`config.mk`:
```
export PLATFORM = sky130hd
export DESIGN_NAME = bit_error_rate_meter
export DESIGN_NICKNAME = d
export VERILOG_FILES = /design/src/hdl/ber_pkg.sv /design/src/hdl/ber_divider.sv /design/src/hdl/bit_error_rate_meter.sv
export SDC_FILE = /design/constraint.sdc
export NUM_CORES = 1
export LEC_CHECK = 0
export BUFFER_PORTS_ARGS = -buffer_cell sky130_fd_sc_hd__buf_2
export CAP_MARGIN = 5
export CORE_UTILIZATION = 55
export CTS_CLUSTER_DIAMETER = 120
export DETAILED_ROUTE_END_ITERATION = 6
export PLACE_DENSITY = 0.77
export SYNTH_ARGS = -nofsm -noshare
export SYNTH_HDL_FRONTEND = slang
export SYNTH_SLANG_ARGS = --single-unit
```
`constraint.sdc`:
```
create_clock -name clk_i -period 4.7 [get_ports clk_i]
set_input_delay 0.47 -clock clk_i [delete_from_list [all_inputs] [get_ports clk_i]]
set_output_delay 0.47 -clock clk_i [all_outputs]
set_load 0.1 [all_outputs]
```
`src/hdl/ber_pkg.sv`:
```
// Shared types, constants and helpers for the bit error rate meter.
`timescale 1ns / 1ps

package ber_pkg;

  // Default sizes of the counters and the ratio
  localparam int unsigned COUNT_WIDTH_DEF   = 32;
  localparam int unsigned FRACTION_BITS_DEF = 16;

  // Fixed field widths of the stream ports
  localparam int unsigned BYTE_W     = 8;
  localparam int unsigned IN_DATA_W  = 16;
  localparam int unsigned ERR_W      = 32;
  localparam int unsigned TOT_W      = 32;
  localparam int unsigned RATIO_W    = 17;
  localparam int unsigned OUT_DATA_W = 88;

  // Bits added to the total count for every byte pair
  localparam int unsigned BITS_PER_BYTE = 8;

  // Sequencer states of the top level
  typedef enum logic [1:0] {
    BerIdle,
    BerDivide,
    BerHold
  } ber_state_e;

  // Status of the shared divider
  typedef struct packed {
    logic busy;
    logic done;
  } ber_div_status_t;

  // Number of ones in one byte
  function automatic logic [3:0] ones_in_byte(input logic [BYTE_W-1:0] v);
    logic [3:0] n;
    n = '0;
    for (int i = 0; i < BYTE_W; i++) begin
      n = n + 4'(v[i]);
    end
    return n;
  endfunction

endpackage

```
`src/hdl/ber_divider.sv`:
```
// Restoring divider that forms floor(num * 2^FRACTION_BITS / den), one bit per cycle.
`timescale 1ns / 1ps

module ber_divider #(
  parameter int unsigned COUNT_WIDTH   = ber_pkg::COUNT_WIDTH_DEF,
  parameter int unsigned FRACTION_BITS = ber_pkg::FRACTION_BITS_DEF
) (
  input  logic                       clk_i,
  input  logic                       rst_ni,
  input  logic                       start_i,
  input  logic [COUNT_WIDTH-1:0]     num_i,   // numerator, never above den_i
  input  logic [COUNT_WIDTH-1:0]     den_i,
  output ber_pkg::ber_div_status_t   status_o,
  output logic [FRACTION_BITS:0]     quot_o
);

  localparam int unsigned STEP_W = $clog2(FRACTION_BITS + 1);

  logic                     busy_q, busy_d;
  logic                     done_q, done_d;
  logic [STEP_W-1:0]        step_q, step_d;
  logic [COUNT_WIDTH-1:0]   rem_q, rem_d;
  logic [COUNT_WIDTH-1:0]   den_q, den_d;
  logic [FRACTION_BITS:0]   quot_q, quot_d;

  logic [COUNT_WIDTH:0]     trial;
  logic [COUNT_WIDTH:0]     diff;
  logic                     fits;
  logic                     last_step;

  // One compare-and-subtract per cycle; the first step yields the integer bit
  always_comb begin
    trial     = (step_q == '0) ? {1'b0, rem_q} : {rem_q, 1'b0};
    diff      = trial - {1'b0, den_q};
    fits      = (trial >= {1'b0, den_q});
    last_step = (step_q == STEP_W'(FRACTION_BITS));
  end

  // Sequencing of the steps
  always_comb begin
    busy_d = busy_q;
    done_d = 1'b0;
    step_d = step_q;
    rem_d  = rem_q;
    den_d  = den_q;
    quot_d = quot_q;
    if (start_i) begin
      busy_d = 1'b1;
      step_d = '0;
      rem_d  = num_i;
      den_d  = den_i;
      quot_d = '0;
    end else if (busy_q) begin
      rem_d  = fits ? diff[COUNT_WIDTH-1:0] : trial[COUNT_WIDTH-1:0];
      quot_d = {quot_q[FRACTION_BITS-1:0], fits};
      step_d = step_q + STEP_W'(1);
      if (last_step) begin
        busy_d = 1'b0;
        done_d = 1'b1;
      end
    end
  end

  // Control state
  always_ff @(posedge clk_i or negedge rst_ni) begin
    if (!rst_ni) begin
      busy_q <= 1'b0;
      done_q <= 1'b0;
      step_q <= '0;
    end else begin
      busy_q <= busy_d;
      done_q <= done_d;
      step_q <= step_d;
    end
  end

  // Datapath
  always_ff @(posedge clk_i) begin
    rem_q  <= rem_d;
    den_q  <= den_d;
    quot_q <= quot_d;
  end

  assign status_o.busy = busy_q;
  assign status_o.done = done_q;
  assign quot_o        = quot_q;

endmodule

```
`src/hdl/bit_error_rate_meter.sv`:
```
// Top level of the bit error rate meter: counters, sequencer and result register.
// Byte pairs without the last mark are taken one per cycle and counted at once.
// A pair with the last mark starts the divider: the block is not ready while the
// divider forms the quotient, one step per quotient bit, nor while a finished result
// waits for the output to free; the result register is loaded once the divider is done.
// Reset (rst_ni low, asynchronous) clears both counts and drops all valids.
`timescale 1ns / 1ps

module bit_error_rate_meter #(
  parameter int unsigned COUNT_WIDTH   = ber_pkg::COUNT_WIDTH_DEF,
  parameter int unsigned FRACTION_BITS = ber_pkg::FRACTION_BITS_DEF
) (
  input  logic                              clk_i,
  input  logic                              rst_ni,
  input  logic                              s_axis_tvalid,
  output logic                              s_axis_tready,
  // [7:0] received_byte, [15:8] reference_byte
  input  logic [ber_pkg::IN_DATA_W-1:0]     s_axis_tdata,
  input  logic                              s_axis_tlast,   // last_byte
  output logic                              m_axis_tvalid,
  input  logic                              m_axis_tready,
  // [31:0] error_bits, [63:32] total_bits, [80:64] error_ratio, [87:81] zero
  output logic [ber_pkg::OUT_DATA_W-1:0]    m_axis_tdata
);

  ber_pkg::ber_state_e       state_q, state_d;
  ber_pkg::ber_div_status_t  div_status;

  logic [COUNT_WIDTH-1:0]    err_q, err_d;
  logic [COUNT_WIDTH-1:0]    tot_q, tot_d;
  logic [COUNT_WIDTH:0]      err_sum;
  logic [COUNT_WIDTH:0]      tot_sum;
  logic [COUNT_WIDTH-1:0]    err_next;
  logic [COUNT_WIDTH-1:0]    tot_next;
  logic [COUNT_WIDTH-1:0]    snap_err_q;
  logic [COUNT_WIDTH-1:0]    snap_tot_q;
  logic [FRACTION_BITS:0]    quot;

  logic                      s_ready;
  logic                      s_accept;
  logic                      div_start;
  logic                      out_free;
  logic                      out_load;
  logic                      out_valid_q;
  logic [ber_pkg::ERR_W-1:0]   out_err_q;
  logic [ber_pkg::TOT_W-1:0]   out_tot_q;
  logic [ber_pkg::RATIO_W-1:0] out_ratio_q;

  assign s_accept  = s_axis_tvalid && s_ready;
  assign div_start = s_accept && s_axis_tlast;
  assign out_free  = !out_valid_q || m_axis_tready;

  // Saturating count update for the incoming pair
  always_comb begin
    err_sum  = {1'b0, err_q} + (COUNT_WIDTH + 1)'(ber_pkg::ones_in_byte(
                 s_axis_tdata[ber_pkg::BYTE_W-1:0] ^
                 s_axis_tdata[ber_pkg::IN_DATA_W-1:ber_pkg::BYTE_W]));
    tot_sum  = {1'b0, tot_q} + (COUNT_WIDTH + 1)'(ber_pkg::BITS_PER_BYTE);
    err_next = err_sum[COUNT_WIDTH] ? '1 : err_sum[COUNT_WIDTH-1:0];
    tot_next = tot_sum[COUNT_WIDTH] ? '1 : tot_sum[COUNT_WIDTH-1:0];
  end

  // Counters clear once a run closes
  always_comb begin
    err_d = err_q;
    tot_d = tot_q;
    if (s_accept) begin
      err_d = s_axis_tlast ? '0 : err_next;
      tot_d = s_axis_tlast ? '0 : tot_next;
    end
  end

  // Sequencer: next state
  always_comb begin
    state_d = state_q;
    unique case (state_q)
      ber_pkg::BerIdle: begin
        if (div_start) state_d = ber_pkg::BerDivide;
      end
      ber_pkg::BerDivide: begin
        if (div_status.done) state_d = out_free ? ber_pkg::BerIdle : ber_pkg::BerHold;
      end
      ber_pkg::BerHold: begin
        if (out_free) state_d = ber_pkg::BerIdle;
      end
      default: state_d = ber_pkg::BerIdle;
    endcase
  end

  // Sequencer: outputs
  always_comb begin
    s_ready  = 1'b0;
    out_load = 1'b0;
    unique case (state_q)
      ber_pkg::BerIdle:   s_ready  = 1'b1;
      ber_pkg::BerDivide: out_load = div_status.done && out_free;
      ber_pkg::BerHold:   out_load = out_free;
      default: begin
        s_ready  = 1'b0;
        out_load = 1'b0;
      end
    endcase
  end

  // Control state
  always_ff @(posedge clk_i or negedge rst_ni) begin
    if (!rst_ni) begin
      state_q     <= ber_pkg::BerIdle;
      err_q       <= '0;
      tot_q       <= '0;
      out_valid_q <= 1'b0;
    end else begin
      state_q <= state_d;
      err_q   <= err_d;
      tot_q   <= tot_d;
      if (out_load) begin
        out_valid_q <= 1'b1;
      end else if (m_axis_tready) begin
        out_valid_q <= 1'b0;
      end
    end
  end

  // Run totals held for the result while the divider works
  always_ff @(posedge clk_i) begin
    if (div_start) begin
      snap_err_q <= err_next;
      snap_tot_q <= tot_next;
    end
  end

  // Result register
  always_ff @(posedge clk_i) begin
    if (out_load) begin
      out_err_q   <= ber_pkg::ERR_W'(snap_err_q);
      out_tot_q   <= ber_pkg::TOT_W'(snap_tot_q);
      out_ratio_q <= ber_pkg::RATIO_W'(quot);
    end
  end

  ber_divider #(
    .COUNT_WIDTH  (COUNT_WIDTH),
    .FRACTION_BITS(FRACTION_BITS)
  ) u_divider (
    .clk_i   (clk_i),
    .rst_ni  (rst_ni),
    .start_i (div_start),
    .num_i   (err_next),
    .den_i   (tot_next),
    .status_o(div_status),
    .quot_o  (quot)
  );

  assign s_axis_tready = s_ready;
  assign m_axis_tvalid = out_valid_q;
  assign m_axis_tdata  = {
    (ber_pkg::OUT_DATA_W - ber_pkg::ERR_W - ber_pkg::TOT_W - ber_pkg::RATIO_W)'(0),
    out_ratio_q, out_tot_q, out_err_q
  };

endmodule

```
# --- Word-level counts from Yosys, hierarchy flattened ---
# Index checks and enable logic that the tools add are counted.
word_totals:
  reg_bits: 268
  input_bits: 21
  output_inout_bits: 90
  word_cells: 68
op_classes:
  n_addsub: 11
  order_cmp: 1
  eq_ne: 6
  n_mux: 25
  bitwise: 1
  n_reduce_logical: 10
ops:
  columns: ["operator", "n"]
  rows:
  - ["$mux W32", 7]
  - ["$add A32 B4 Y33", 1]
  - ["$add A32 B4 Y33 const B", 1]
  - ["$ge A33 B32 Y1", 1]
  - ["$mux W33", 1]
  - ["$sub A32 B32 Y32", 1]
  - ["$add A4 B1 Y4", 4]
  - ["$mux W5", 2]
  - ["$mux W1", 9]
  - ["$mux W2", 4]
  - ["$xor A8 B8 Y8", 1]
  - ["$pmux W2 S3", 1]
  - ["$add A5 B1 Y5 const B", 1]
  - ["$eq A5 B5 Y1 const B", 1]
  - ["$logic_not A5 Y1", 1]
  - ["$add A3 B1 Y4", 1]
  - ["$ne A2 B2 Y1 const B", 2]
  - ["$reduce_bool A2 Y1", 2]
  - ["$add A2 B1 Y3", 1]
  - ["$logic_and A1 B1 Y1", 3]
  - ["$reduce_and A3 Y1", 1]
  - ["$add A1 B1 Y2", 1]
  - ["$eq A2 B1 Y1 const B", 1]
  - ["$eq A2 B2 Y1 const B", 1]
  - ["other kinds (5)", 5]

# --- Logic depth before layout (Yosys ltp) ---
# Gate-level depths: netlist (run 1).
depth:
  word_depth: 11
  mapped_depth: 19
  depth_no_buf: 17

# --- Cells and area by module ---
# From an unflattened synthesis (run 1), not the netlist that was laid out.
hier_totals:
  hier_cells: 1346
  area_unflattened_um2: 15064.4
by_module_without_submodules:
  columns: ["mod", "n_inst", "cells_per_inst", "area_each_um2", "seq_area_each_um2"]
  rows:
  - ["bit_error_rate_meter", 1, 748, 9369.0, 6030.8]
  - ["ber_divider", 1, 598, 5695.5, 2437.3]

# --- Worst setup path before layout (run 1) ---
# OpenSTA, ideal clock, no wires.
synth_timing:
  kind: "register to register"
  startpoint: "reg out_valid_q, in the netlist m_axis_tvalid"
  endpoint: "reg out_err_q[0] in the netlist's numbering, enable pin"
  setup_time_ns: 0.521
  arrival_time_ns: 4.437
  required_ns: 4.179
  path_slack_ns: -0.258
  path_stages_with_launch: 3
  n_path_buf: 0
  period_less_slack_ns: 4.958
  cell_sequence: "dfrtp_1 > nor2b_1 > nor2_1"
synth_via:
  elab_chain_len: 4
synth_lines:
  columns: ["item", "line", "text"]
  rows:
  - ["start: declaration", "bit_error_rate_meter.sv:44", "logic out_valid_q;"]
  - ["start signal: assignment", "bit_error_rate_meter.sv:111", "out_valid_q <= 1'b0;"]
  - ["start signal: assignment", "bit_error_rate_meter.sv:117", "out_valid_q <= 1'b1;"]
  - ["start signal: assignment", "bit_error_rate_meter.sv:119", "out_valid_q <= 1'b0;"]
  - ["$logic_not A1 Y1 *", "bit_error_rate_meter.sv:51", "assign out_free = !out_valid_q || m_axis_tready;"]
  - ["$logic_or A1 B1 Y1 *", "bit_error_rate_meter.sv:51", null]
  - ["$logic_and A1 B1 Y1", "bit_error_rate_meter.sv:96", "ber_pkg::BerDivide: out_load = div_status.done && out_free;"]
  - ["$pmux W1 S2 *", "bit_error_rate_meter.sv:94", "unique case (state_q)"]
  - ["via out_load", "bit_error_rate_meter.sv:43", "logic out_load;"]
  - ["end signal: assignment", "bit_error_rate_meter.sv:135", "out_err_q <= ber_pkg::ERR_W'(snap_err_q);"]
  - ["end: declaration", "bit_error_rate_meter.sv:45", "logic [ber_pkg::ERR_W-1:0] out_err_q;"]
# Mark *: on every way through the listed nets, which the timed path passes. The rest lies on a longest branch.
# A chain may end at the register's enable or synchronous reset.

# --- Final worst setup path (run 1) ---
layout_timing:
  startpoint: "reg err_q[0]"
  endpoint: "reg u_divider.rem_q[31] (data pin)"
layout_via:
  elab_chain_len: 3
layout_lines:
  columns: ["item", "line", "text"]
  rows:
  - ["start: declaration", "bit_error_rate_meter.sv:29", "logic [COUNT_WIDTH-1:0] err_q, err_d;"]
  - ["start signal: assignment", "bit_error_rate_meter.sv:114", "err_q <= err_d;"]
  - ["$add A32 B4 Y33", "bit_error_rate_meter.sv:55", "err_sum = {1'b0, err_q} + (COUNT_WIDTH + 1)'(ber_pkg::ones_in_byte("]
  - ["$mux W32", "bit_error_rate_meter.sv:59", "err_next = err_sum[COUNT_WIDTH] ? '1 : err_sum[COUNT_WIDTH-1:0];"]
  - ["$mux W32", "ber_divider.sv:47", "if (start_i) begin"]
  - ["via u_divider.rem_d[31]", "ber_divider.sv:22", "logic [COUNT_WIDTH-1:0] rem_q, rem_d;"]
  - ["end signal: assignment", "ber_divider.sv:79", "rem_q <= rem_d;"]
  - ["end: declaration", "ber_divider.sv:22", null]
# The timed path passes the listed nets, and every way through them passes these cells.

==> impl_metrics.py, run 1 <==
metrics = {
    "routing": {
        "drtIter0Drc": 867,
        "vias_per_cell": 5.84,
        "drt-total-wl_mm": 32.4,
        "vias": 10100,
        "wl_per_cell_um": 18.7,
        "drc": 0,
        "ant_nets": 0,
        "first_pass_iters": 5,
    },
    "critical_path": {
        "critical-path-slowest-cell": "fa_1",
        "crit_chain": "fa_1 > fa_1 > inv_1 > fa_1 > fa_1 > nor2b_1 > o21ai_0 > a21boi_1 > buf_4 > o2111ai_1 > nor3_1 > and3_1 > nand3_1 > o21ai_0 > o221ai_1",
        "reg2reg_to": "u_divider.rem_q[31]",
        "worst-path-max-fanout": 5,
        "r2r_cells": 15,
        "cpLargestDelayFamily": "adder cells",
        "worstPathArrival_ns": 4.83,
        "crit_top_cell": "fa_1",
        "path_class": "register to register",
        "start_kind": "register",
        "path_buf_inv": 2,
        "max_stage_delay_ns": 0.54,
        "endpoint_kind": "register",
        "r2r_setup_slack_ns": 0.13,
        "rr_startpoint": "err_q[0]",
        "required_ns": 4.96,
    },
    "timing": {
        "period_share_pct": 97.3,
        "finalMaxSlewViolations": 0,
        "setup_violations": 0,
        "whs_ns": 0.312,
        "clock_skew_ns": 0.0207,
        "max_clock_freq_mhz": 219,
        "final-hold-violation-count": 0,
        "timing.final.crit_period_ns": 4.57,
        "worst_pin_slew_ns": 1.04,
        "rsz0062_at_grt": "false",
        "finalSetupTns_ns": 0,
        "maxSlewHeadroom_pct": 30.3,
    },
    "global_route": {
        "grt_pass1_vias": 9617,
        "grt_pass1_wl_mm": 51.4,
        "gr-total-overflow": 0,
        "grt_usage_pct": 25.2,
        "antenna_found_initial": 0,
        "grt_max_degree": 67,
    },
    "placement": {
        "io_buffer_count": 103,
        "hpwl_mm": 22.6,
        "gp_congestion": 0.893,
        "dpl_cell_area_um2": 15000,
    },
    "outcome": {
        "status": "finished clean",
    },
    "clock_tree": {
        "cts_buffers": 27,
        "clk_latency_ns": 0.54,
        "cts.path.max_buffers": 3,
        "tritoncts": "yes",
        "clk_pin_slew_worst_paths_ns": 0.06,
        "h-tree-depth": 1,
        "cts_setup_buffers": 0,
        "cts.sinks": 268,
        "cts-root-buf": "clkbuf_16",
    },
    "yosys": {
        "synthArstFlopShare_pct": 27.6,
        "yosysSeqAreaShare_pct": 54.2,
        "synthCells": 1254,
        "syn_area_um2": 13800,
        "synth_seq_cells": 268,
        "yosysUniqueCellTypes": 78,
        "syn_area_per_cell_um2": 11.0,
        "ys.flop_type": "edfxtp_1",
        "synth-edff-count": 177,
        "ys_warn_count": 0,
    },
    "finish": {
        "num_antenna_cells": 0,
        "design_area_um2": 16000,
        "final_cell_mix": "edfxtp_1, nand2_1, buf_2",
        "layout.nets": 1459,
        "final_common_cell": "edfxtp_1",
        "utilization_pct": 65.1,
        "drive_gt1_share_pct": 20.1,
        "syn2layout_area_growth_pct": 15.3,
    },
    "pwr": {
        "finalPower_mw": 10.5,
        "p_per_area_nw_per_um2": 658,
        "ir_drop_mv": 0.355,
        "power_leakage_nw": 7.03,
    },
    "floorplan": {
        "initial_core_util_pct": 56.5,
        "die_h_um": 161,
        "coreArea_um2": 24500,
        "num_io_pins": 111,
        "num_rows": 57,
        "die-area_um2": 25800,
        "fp.dieW_um": 161,
    },
    "job": {
        "drv_cap": 0,
    },
    "min_path": {
        "hp-start": "m_axis_tready",
        "hp-class": "input port to register",
        "whs_path_depth": 3,
        "hold_end": "m_axis_tvalid",
    },
}
[per-stage QoR]
step | std cells | worst slack [ns]
after floorplan | 1260 | -0.0127
after global placement | 1682 | -0.0535
after detailed placement | 1682 | -0.248
after CTS | 1733 | 0.0860
after global routing | 1733 | 0.00430
final | 1733 | 0.129
[registers in the layout, indices dropped and copies added (netlist names)]
name              flops
m_axis_tvalid         1
u_divider.quot_o     17
u_divider.busy_q      1
u_divider.done_q      1
snap_err_q           32
out_tot_q            32
out_ratio_q          17
err_q                32
u_divider.den_q      32
u_divider.rem_q      32
state_q               2
tot_q                32
out_err_q            32
u_divider.step_q      5
[power breakdown]
part	switching (mW)	internal (mW)
Combinational	2.90	2.07
Sequential	0.242	3.10
Clock	0.895	1.30
Total	4.03	6.47
[worst reg2reg max path: cells and delay by family, from the launching register on]
family          cells  cell delay, ns
compound gates      5            0.89
flops               1            0.40
simple gates        4            0.75
fa+ha+maj           4            2.03
buf+inv             2            0.22
[logic make-up (layout without fill, tap and decap cells)]
kind of cell | after synthesis | after routing | synth area share [%]
adders and majority gates | 50 | 50 | 4.84
and+or+nand+nor | 348 | 348 | 12.2
muxes | 68 | 68 | 5.23
xor gates and xnor gates | 81 | 81 | 5.12
buffers and inverters | 138 | 287 | 4.21
DFF | 268 | 268 | 54.2
AOI/OAI and AO/OA | 300 | 300 | 14.2
other | 1 | 7 | 0.0271
[per-layer routing]
metal  wire length (um)  global-route usage [%]  vias to the layer above
li1                   -                       -                     4819
met1              14500                    36.5                     4897
met2              15200                    40.0                      347
met3               2020                    3.38                       51
met4                682                    7.14                        0
met5                  0                       0                        -
[worst max path at each step]
stage,startpoint,endpoint,slack (ns),cells past startpoint
3_3_place_gp,s_axis_tdata[8],snap_err_q[30],-0.05,18
4_1_cts,err_q[0],u_divider.rem_q[31],0.09,16
5_1_grt,err_q[0],u_divider.rem_q[31],0.004,15
3_5_place_dp,s_axis_tdata[8],u_divider.rem_q[14],-0.25,19
6_report,err_q[0],u_divider.rem_q[31],0.13,15
2_1_floorplan,s_axis_tdata[8],u_divider.rem_q[26],-0.01,19
[Yosys cell counts (26+ instances only)]
cell | instances | share of area, %
edfxtp_1 | 177 | 38
xor2_1 | 35 | 2.2
nand3_1 | 27 | 0.98
nand2_1 | 113 | 3.1
mux2_2 | 35 | 2.8
ha_1 | 44 | 4.0
mux2i_1 | 33 | 2.4
dfrtp_1 | 74 | 13
nor2_1 | 102 | 2.8
xnor2_1 | 46 | 2.9
o22a_1 | 26 | 1.6
inv_1 | 70 | 1.9
a31oi_1 | 26 | 1.2
clkbuf_1 | 39 | 1.1
a21oi_1 | 100 | 3.6
o21ai_0 | 40 | 1.4
[final cells by class]
| class | count | area [um2] |
|---|---|---|
| well taps | 324 | 405 |
| clock inverters | 16 | 169 |
| multi-input cells | 854 | 5830 |
| fillers | 1922 | 8570 |
| inverters | 71 | 268 |
| clock buffers | 34 | 752 |
| repair buffers | 166 | 1030 |
| flip-flops and latches | 268 | 7510 |
[timing repair]
item,CTS,global route
endpoints found under the hold margin,29,0
resized for setup,0,7
hold buffers,1,0
endpoints found under the setup margin,0,50
Note: power is estimated with default switching activity, not from simulation.
==> run 2: changes to the inputs <==
--- a/config.mk
+++ b/config.mk
@@ -10,7 +10,7 @@
 export CORE_UTILIZATION = 55
 export CTS_CLUSTER_DIAMETER = 120
 export DETAILED_ROUTE_END_ITERATION = 6
-export PLACE_DENSITY = 0.77
+export PLACE_DENSITY = 0.74
 export SYNTH_ARGS = -nofsm -noshare
 export SYNTH_HDL_FRONTEND = slang
 export SYNTH_SLANG_ARGS = --single-unit
==> constraint.sdc (replaced) <==
create_clock -name clk_i -period 5.7 [get_ports clk_i]
set_input_delay 0.57 -clock clk_i [delete_from_list [all_inputs] [get_ports clk_i]]
set_output_delay 0.57 -clock clk_i [all_outputs]
set_load 0.1 [all_outputs]
==> run 2 against run 1 <==
Effect of this change:
- the flow now finishes with violations (DRC)
- via count shrank 0.97%
- non-clock buffer count down 48
- fmax decreased by 8.9%
==> impl_metrics.py, run 2 (same netlist as run 1, synthesis figures left out) <==
metrics = {
    "outcome": {
        "status": "complete, but fails checks",
        "violations": "DRC",
    },
    "critical_path": {
        "r2r_setup_slack_ns": 0.68,
        "worst-path-max-fanout": 8,
        "endpoint_kind": "register",
        "required_ns": 5.97,
        "setup.worst_path.start": "err_q[0]",
        "rr_startpoint": "err_q[0]",
        "worstPathArrival_ns": 5.28,
        "start_kind": "register",
        "crit_path_end": "u_divider.rem_q[30]",
        "r2r_cells": 16,
        "path_class": "register to register",
        "reg2reg_to": "u_divider.rem_q[30]",
    },
    "finish": {
        "syn2layout_area_growth_pct": 12.6,
        "seq_area_um2": 7510,
        "final_common_cell": "edfxtp_1",
        "multi_input_area_um2": 5800,
        "num_antenna_cells": 0,
        "utilization_pct": 63.6,
        "layout.cells.non_filler": 1687,
        "design_area_um2": 15600,
        "drive_gt1_share_pct": 16.7,
        "fill_cells": 1944,
        "final_cell_mix": "edfxtp_1, nand2_1, buf_2",
        "layout.nets": 1412,
    },
    "placement": {
        "dp_cells": 1634,
        "dpl_cell_area_um2": 14600,
        "io_buffer_count": 103,
        "gp_congestion": 0.889,
        "hpwl_mm": 22.0,
    },
    "floorplan": {
        "initial_core_util_pct": 56.5,
        "coreArea_um2": 24500,
        "die-area_um2": 25800,
        "num_rows": 57,
        "fp.dieW_um": 161,
        "num_io_pins": 111,
        "die_h_um": 161,
    },
    "timing": {
        "finalSetupTns_ns": 0,
        "maxSlewHeadroom_pct": 20.0,
        "worst_pin_slew_ns": 1.19,
        "finalMaxSlewViolations": 0,
        "final-hold-violation-count": 0,
        "clock_skew_ns": 0.00741,
        "timing.final.crit_period_ns": 5.02,
        "period_share_pct": 88.0,
        "max_clock_freq_mhz": 199,
        "rsz0062_at_grt": "false",
        "setup_violations": 0,
    },
    "min_path": {
        "whs_path_depth": 3,
        "hp-start": "m_axis_tready",
        "hp-class": "input port to register",
    },
    "pwr": {
        "pwr-share-clk_pct": 22.4,
        "p_sw_share_pct": 38.1,
        "p_sw_mw": 3.27,
        "power_leakage_nw": 6.79,
        "ir_drop_mv": 0.276,
        "power_frac_comb_pct": 45.6,
        "internal_power_mw": 5.30,
        "p_seq_share_pct": 32.1,
        "p_per_area_nw_per_um2": 550,
    },
    "clock_tree": {
        "cts-root-buf": "clkbuf_16",
        "clk_pin_slew_worst_paths_ns": 0.06,
        "h-tree-depth": 1,
        "tritoncts": "yes",
        "clk_latency_ns": 0.54,
        "cts.path.max_buffers": 3,
        "cts.repair.resized": 0,
        "cts_buffers": 28,
        "cts.sinks": 268,
    },
    "routing": {
        "vias_per_cell": 5.94,
        "drtIter0Drc": 836,
        "drc": 1,
        "ant_nets": 0,
        "wl_per_cell_um": 19.0,
        "first_pass_iters": 7,
        "drt-total-wl_mm": 32.0,
        "vias": 10000,
    },
    "global_route": {
        "grt_usage_pct": 25.3,
        "gr-total-overflow": 0,
        "grt_max_degree": 82,
        "antenna_found_initial": 0,
        "grt_pass1_vias": 9715,
        "grt_pass1_wl_mm": 51.7,
    },
    "job": {
        "drv_cap": 0,
    },
}
run 2: power by group through the flow:
stage,clock network [mW],registers [mW],logic (mW)
2_1_floorplan,0,2.74,3.01
3_3_place_gp,0,2.77,3.76
3_5_place_dp,0,2.78,3.85
4_1_cts,1.94,2.75,3.89
5_1_grt,2.02,2.77,4.34
6_report,1.92,2.75,3.91
run 2: metal layers:
layer	GRT usage, %	share of wire (%)
met1	35.2	44
met2	41.5	47
met3	3.15	5.5
met4	8.05	2.6
met5	0	0
run 2: area by class of cell:
cell class              count  share of cell area, %
well taps                 324                   2.60
clock buffers              41                   5.20
clock inverters            11                   1.05
multi-input cells         854                   37.2
repair buffers            118                   4.06
inverters                  71                   1.72
flip-flops and latches    268                   48.2
run 2: worst min-delay path by stage:
stage	end	slack (ns)
detailed placement	out_err_q[15]	0.41
global placement	out_err_q[10]	0.40
floorplan	err_q[0]	0.27
CTS	m_axis_tvalid	0.39
global route	m_axis_tvalid	0.40
finish	m_axis_tvalid	0.40
run 2: worst max-delay path, cell delays in order (launching register included):
cell      delay, ns
dfrtp_1        0.40
fa_1           0.52
fa_1           0.54
inv_1          0.05
fa_1           0.50
fa_1           0.45
inv_1          0.08
fa_1           0.23
a21o_1         0.15
a21oi_2        0.13
nor3_4         0.36
and4_1         0.38
nand2b_1       0.25
nor3_1         0.28
nand3b_1       0.11
o21ai_0        0.14
o221ai_1       0.17
run 2: metrics by stage:
step                      power (mW)  setup WS [ns]  hold slack (ns)
after detailed placement        6.63          0.298            0.405
final                           8.57          0.684            0.399
after CTS                       8.58          0.713            0.395
after global routing            9.14          0.370            0.397
after global placement          6.53          0.458            0.405
after floorplan                 5.76          0.742            0.274
run 2: timing repair:
action,4_1_cts,5_1_grt
buffers inserted,0,0
hold buffers,1,0
hold endpoints to repair,31,0
==> run 3: changes to the inputs <==
--- a/config.mk
+++ b/config.mk
@@ -9,6 +9,7 @@
 export CAP_MARGIN = 5
 export CORE_UTILIZATION = 55
 export CTS_CLUSTER_DIAMETER = 120
+export CTS_CLUSTER_SIZE = 24
 export DETAILED_ROUTE_END_ITERATION = 6
 export PLACE_DENSITY = 0.74
 export SYNTH_ARGS = -nofsm -noshare
==> constraint.sdc (replaced) <==
create_clock -name clk_i -period 5.7 [get_ports clk_i]
set_input_delay 0.285 -clock clk_i [delete_from_list [all_inputs] [get_ports clk_i]]
set_output_delay 0.285 -clock clk_i [all_outputs]
set_load 0.1 [all_outputs]
==> run 3 against run 2 <==
Effect of this change:
- critical path depth stayed put
- sequential share of layout area up 1.7 points
- largest power group unchanged
- power shrank 10%
- combinational power decreased by 2%
- routed wire length decreased by 4.6%
- register-to-register slack better by 0.02 ns
- the run ends with hold timing left
- first-iteration DRC count fell by 0.60%
- critical path type unchanged
- highest routed layer unchanged
- setup slack improved by 0.023 ns
==> impl_metrics.py, run 3 (same netlist as run 1, synthesis figures left out) <==
metrics = {
    "outcome": {
        "status": "complete, but fails checks",
        "violations": "hold timing",
    },
    "timing": {
        "layout_setup_ws_ns": 0.707,
        "final-hold-violation-count": 38,
        "rsz0062_at_grt": "false",
        "max_clock_freq_mhz": 200,
        "maxSlewHeadroom_pct": 28.1,
        "whs_ns": -0.0316,
        "timing.final.crit_period_ns": 4.99,
        "clock_skew_ns": 0.0314,
        "setup_violations": 0,
        "period_share_pct": 87.6,
        "finalSetupTns_ns": 0,
        "finalMaxSlewViolations": 0,
        "worst_pin_slew_ns": 1.07,
    },
    "min_path": {
        "hp-class": "input port to async pin",
    },
    "critical_path": {
        "worstPathArrival_ns": 5.23,
        "path_buf_inv": 2,
        "worst-path-max-fanout": 8,
        "required_ns": 5.94,
        "crit_chain": "fa_1 > fa_1 > inv_1 > fa_1 > fa_1 > inv_1 > fa_1 > a21o_1 > a21oi_2 > nor3_4 > and4_1 > nand2b_1 > o31ai_1 > o31ai_2 > nor2_1 > a21oi_1",
        "max_stage_delay_ns": 0.54,
        "cpLargestDelayFamily": "adder cells",
        "start_kind": "register",
        "rr_startpoint": "err_q[0]",
        "path_class": "register to register",
        "crit_top_cell": "fa_1",
        "setup.worst_path.start": "err_q[0]",
        "endpoint_kind": "register",
        "critical-path-slowest-cell": "fa_1",
    },
    "clock_tree": {
        "cts.hold.buffers_added": 0,
        "clk_pin_slew_worst_paths_ns": 0.10,
        "cts.sinks": 268,
        "tritoncts": "yes",
        "cts.repair.resized": 0,
        "cts_setup_buffers": 0,
        "clk_latency_ns": 0.50,
        "cts.path.max_buffers": 3,
        "cts_buffers": 15,
        "cts-root-buf": "clkbuf_16",
        "h-tree-depth": 1,
    },
    "finish": {
        "design_area_um2": 15100,
        "fill_cells": 2052,
        "num_antenna_cells": 0,
        "final_cell_mix": "edfxtp_1, nand2_1, buf_2",
        "syn2layout_area_growth_pct": 8.71,
        "layout.nets": 1399,
        "final_common_cell": "edfxtp_1",
        "layout.cells.non_filler": 1660,
        "utilization_pct": 61.4,
        "drive_gt1_share_pct": 15.1,
    },
    "routing": {
        "drt-total-wl_mm": 30.5,
        "ant_nets": 0,
        "vias_per_cell": 5.86,
        "drtIter0Drc": 831,
        "first_pass_iters": 5,
        "wl_per_cell_um": 18.4,
        "drc": 0,
        "vias": 9724,
    },
    "global_route": {
        "antenna_found_initial": 0,
        "gr-usage-met1_pct": 35.9,
        "grt-busiest-layer": "met2",
        "grt_max_degree": 105,
        "grt_pass1_vias": 9010,
        "grt_use_met2_pct": 38.8,
        "gr-usage-met3_pct": 2.27,
        "gr-total-overflow": 0,
        "grt_usage_pct": 24.1,
        "grt_pass1_wl_mm": 49.4,
    },
    "pwr": {
        "power_leakage_nw": 6.52,
        "ir_drop_mv": 0.273,
        "p_per_area_nw_per_um2": 512,
        "finalPower_mw": 7.71,
    },
    "placement": {
        "place_ws_ns": 0.577,
        "gp_congestion": 0.860,
        "hpwl_mm": 21.6,
        "dp_cells": 1635,
        "io_buffer_count": 103,
        "dpl_cell_area_um2": 14600,
    },
    "floorplan": {
        "num_rows": 57,
        "die_h_um": 161,
        "num_io_pins": 111,
        "die-area_um2": 25800,
        "initial_core_util_pct": 56.5,
        "fp.dieW_um": 161,
        "coreArea_um2": 24500,
    },
    "job": {
        "drv_cap": 0,
    },
}
==> run 3: cell types whose count changed in the layout (fill, tap and decap cells not counted), sizes merged <==
cell,previous run,this run
buf,117,118
bufinv,4,0
clkbuf,41,24
clkinv,6,1
dlygate4sd3,1,0
inv,72,71
==> run 3: cell type report <==
class / instances / area [um2] / area share (%)
clock buffer: 24 / 409 / 2.72
sequential: 268 / 7510 / 49.9
timing repair buffer: 118 / 643 / 4.27
inverter: 71 / 268 / 1.78
tap: 324 / 405 / 2.69
clock inverter: 1 / 20.0 / 0.133
multi-input combinational: 854 / 5800 / 38.5
==> run 3: layer usage <==
layer / wire [um] / share of wire (%)
met4: 411 / 1.3
met3: 1440 / 4.7
met2: 14300 / 47
met5: 0 / 0
met1: 14300 / 47
==> run 3: final timing paths <==
check                      slack, ns             endpoint  depth (start not counted)
hold reg to reg                 0.41        out_err_q[29]                          0
max in group asynchronous       5.02           state_q[1]                          1
hold / removal                 -0.03             err_q[0]                          1
setup reg to reg                0.71  u_divider.rem_q[26]                         16
min in group clk_i              0.13        m_axis_tvalid                          3
setup / recovery                0.71  u_divider.rem_q[26]                         16
==> run 3: power by group <==
group	switching [mW]	internal [mW]
Combinational	2.26	1.58
Sequential	0.186	2.55
Clock	0.625	0.508
Total	3.07	4.64
==> run 3: worst reg2reg max path: cells and delay by family, from the launching register on <==
family	cells	cell delay [ns]
DFF	1	0.42
and+or+nand+nor	4	1.15
buffers and inverters	2	0.13
AOI/OAI and AO/OA	5	0.83
adders and majority gates	5	2.22
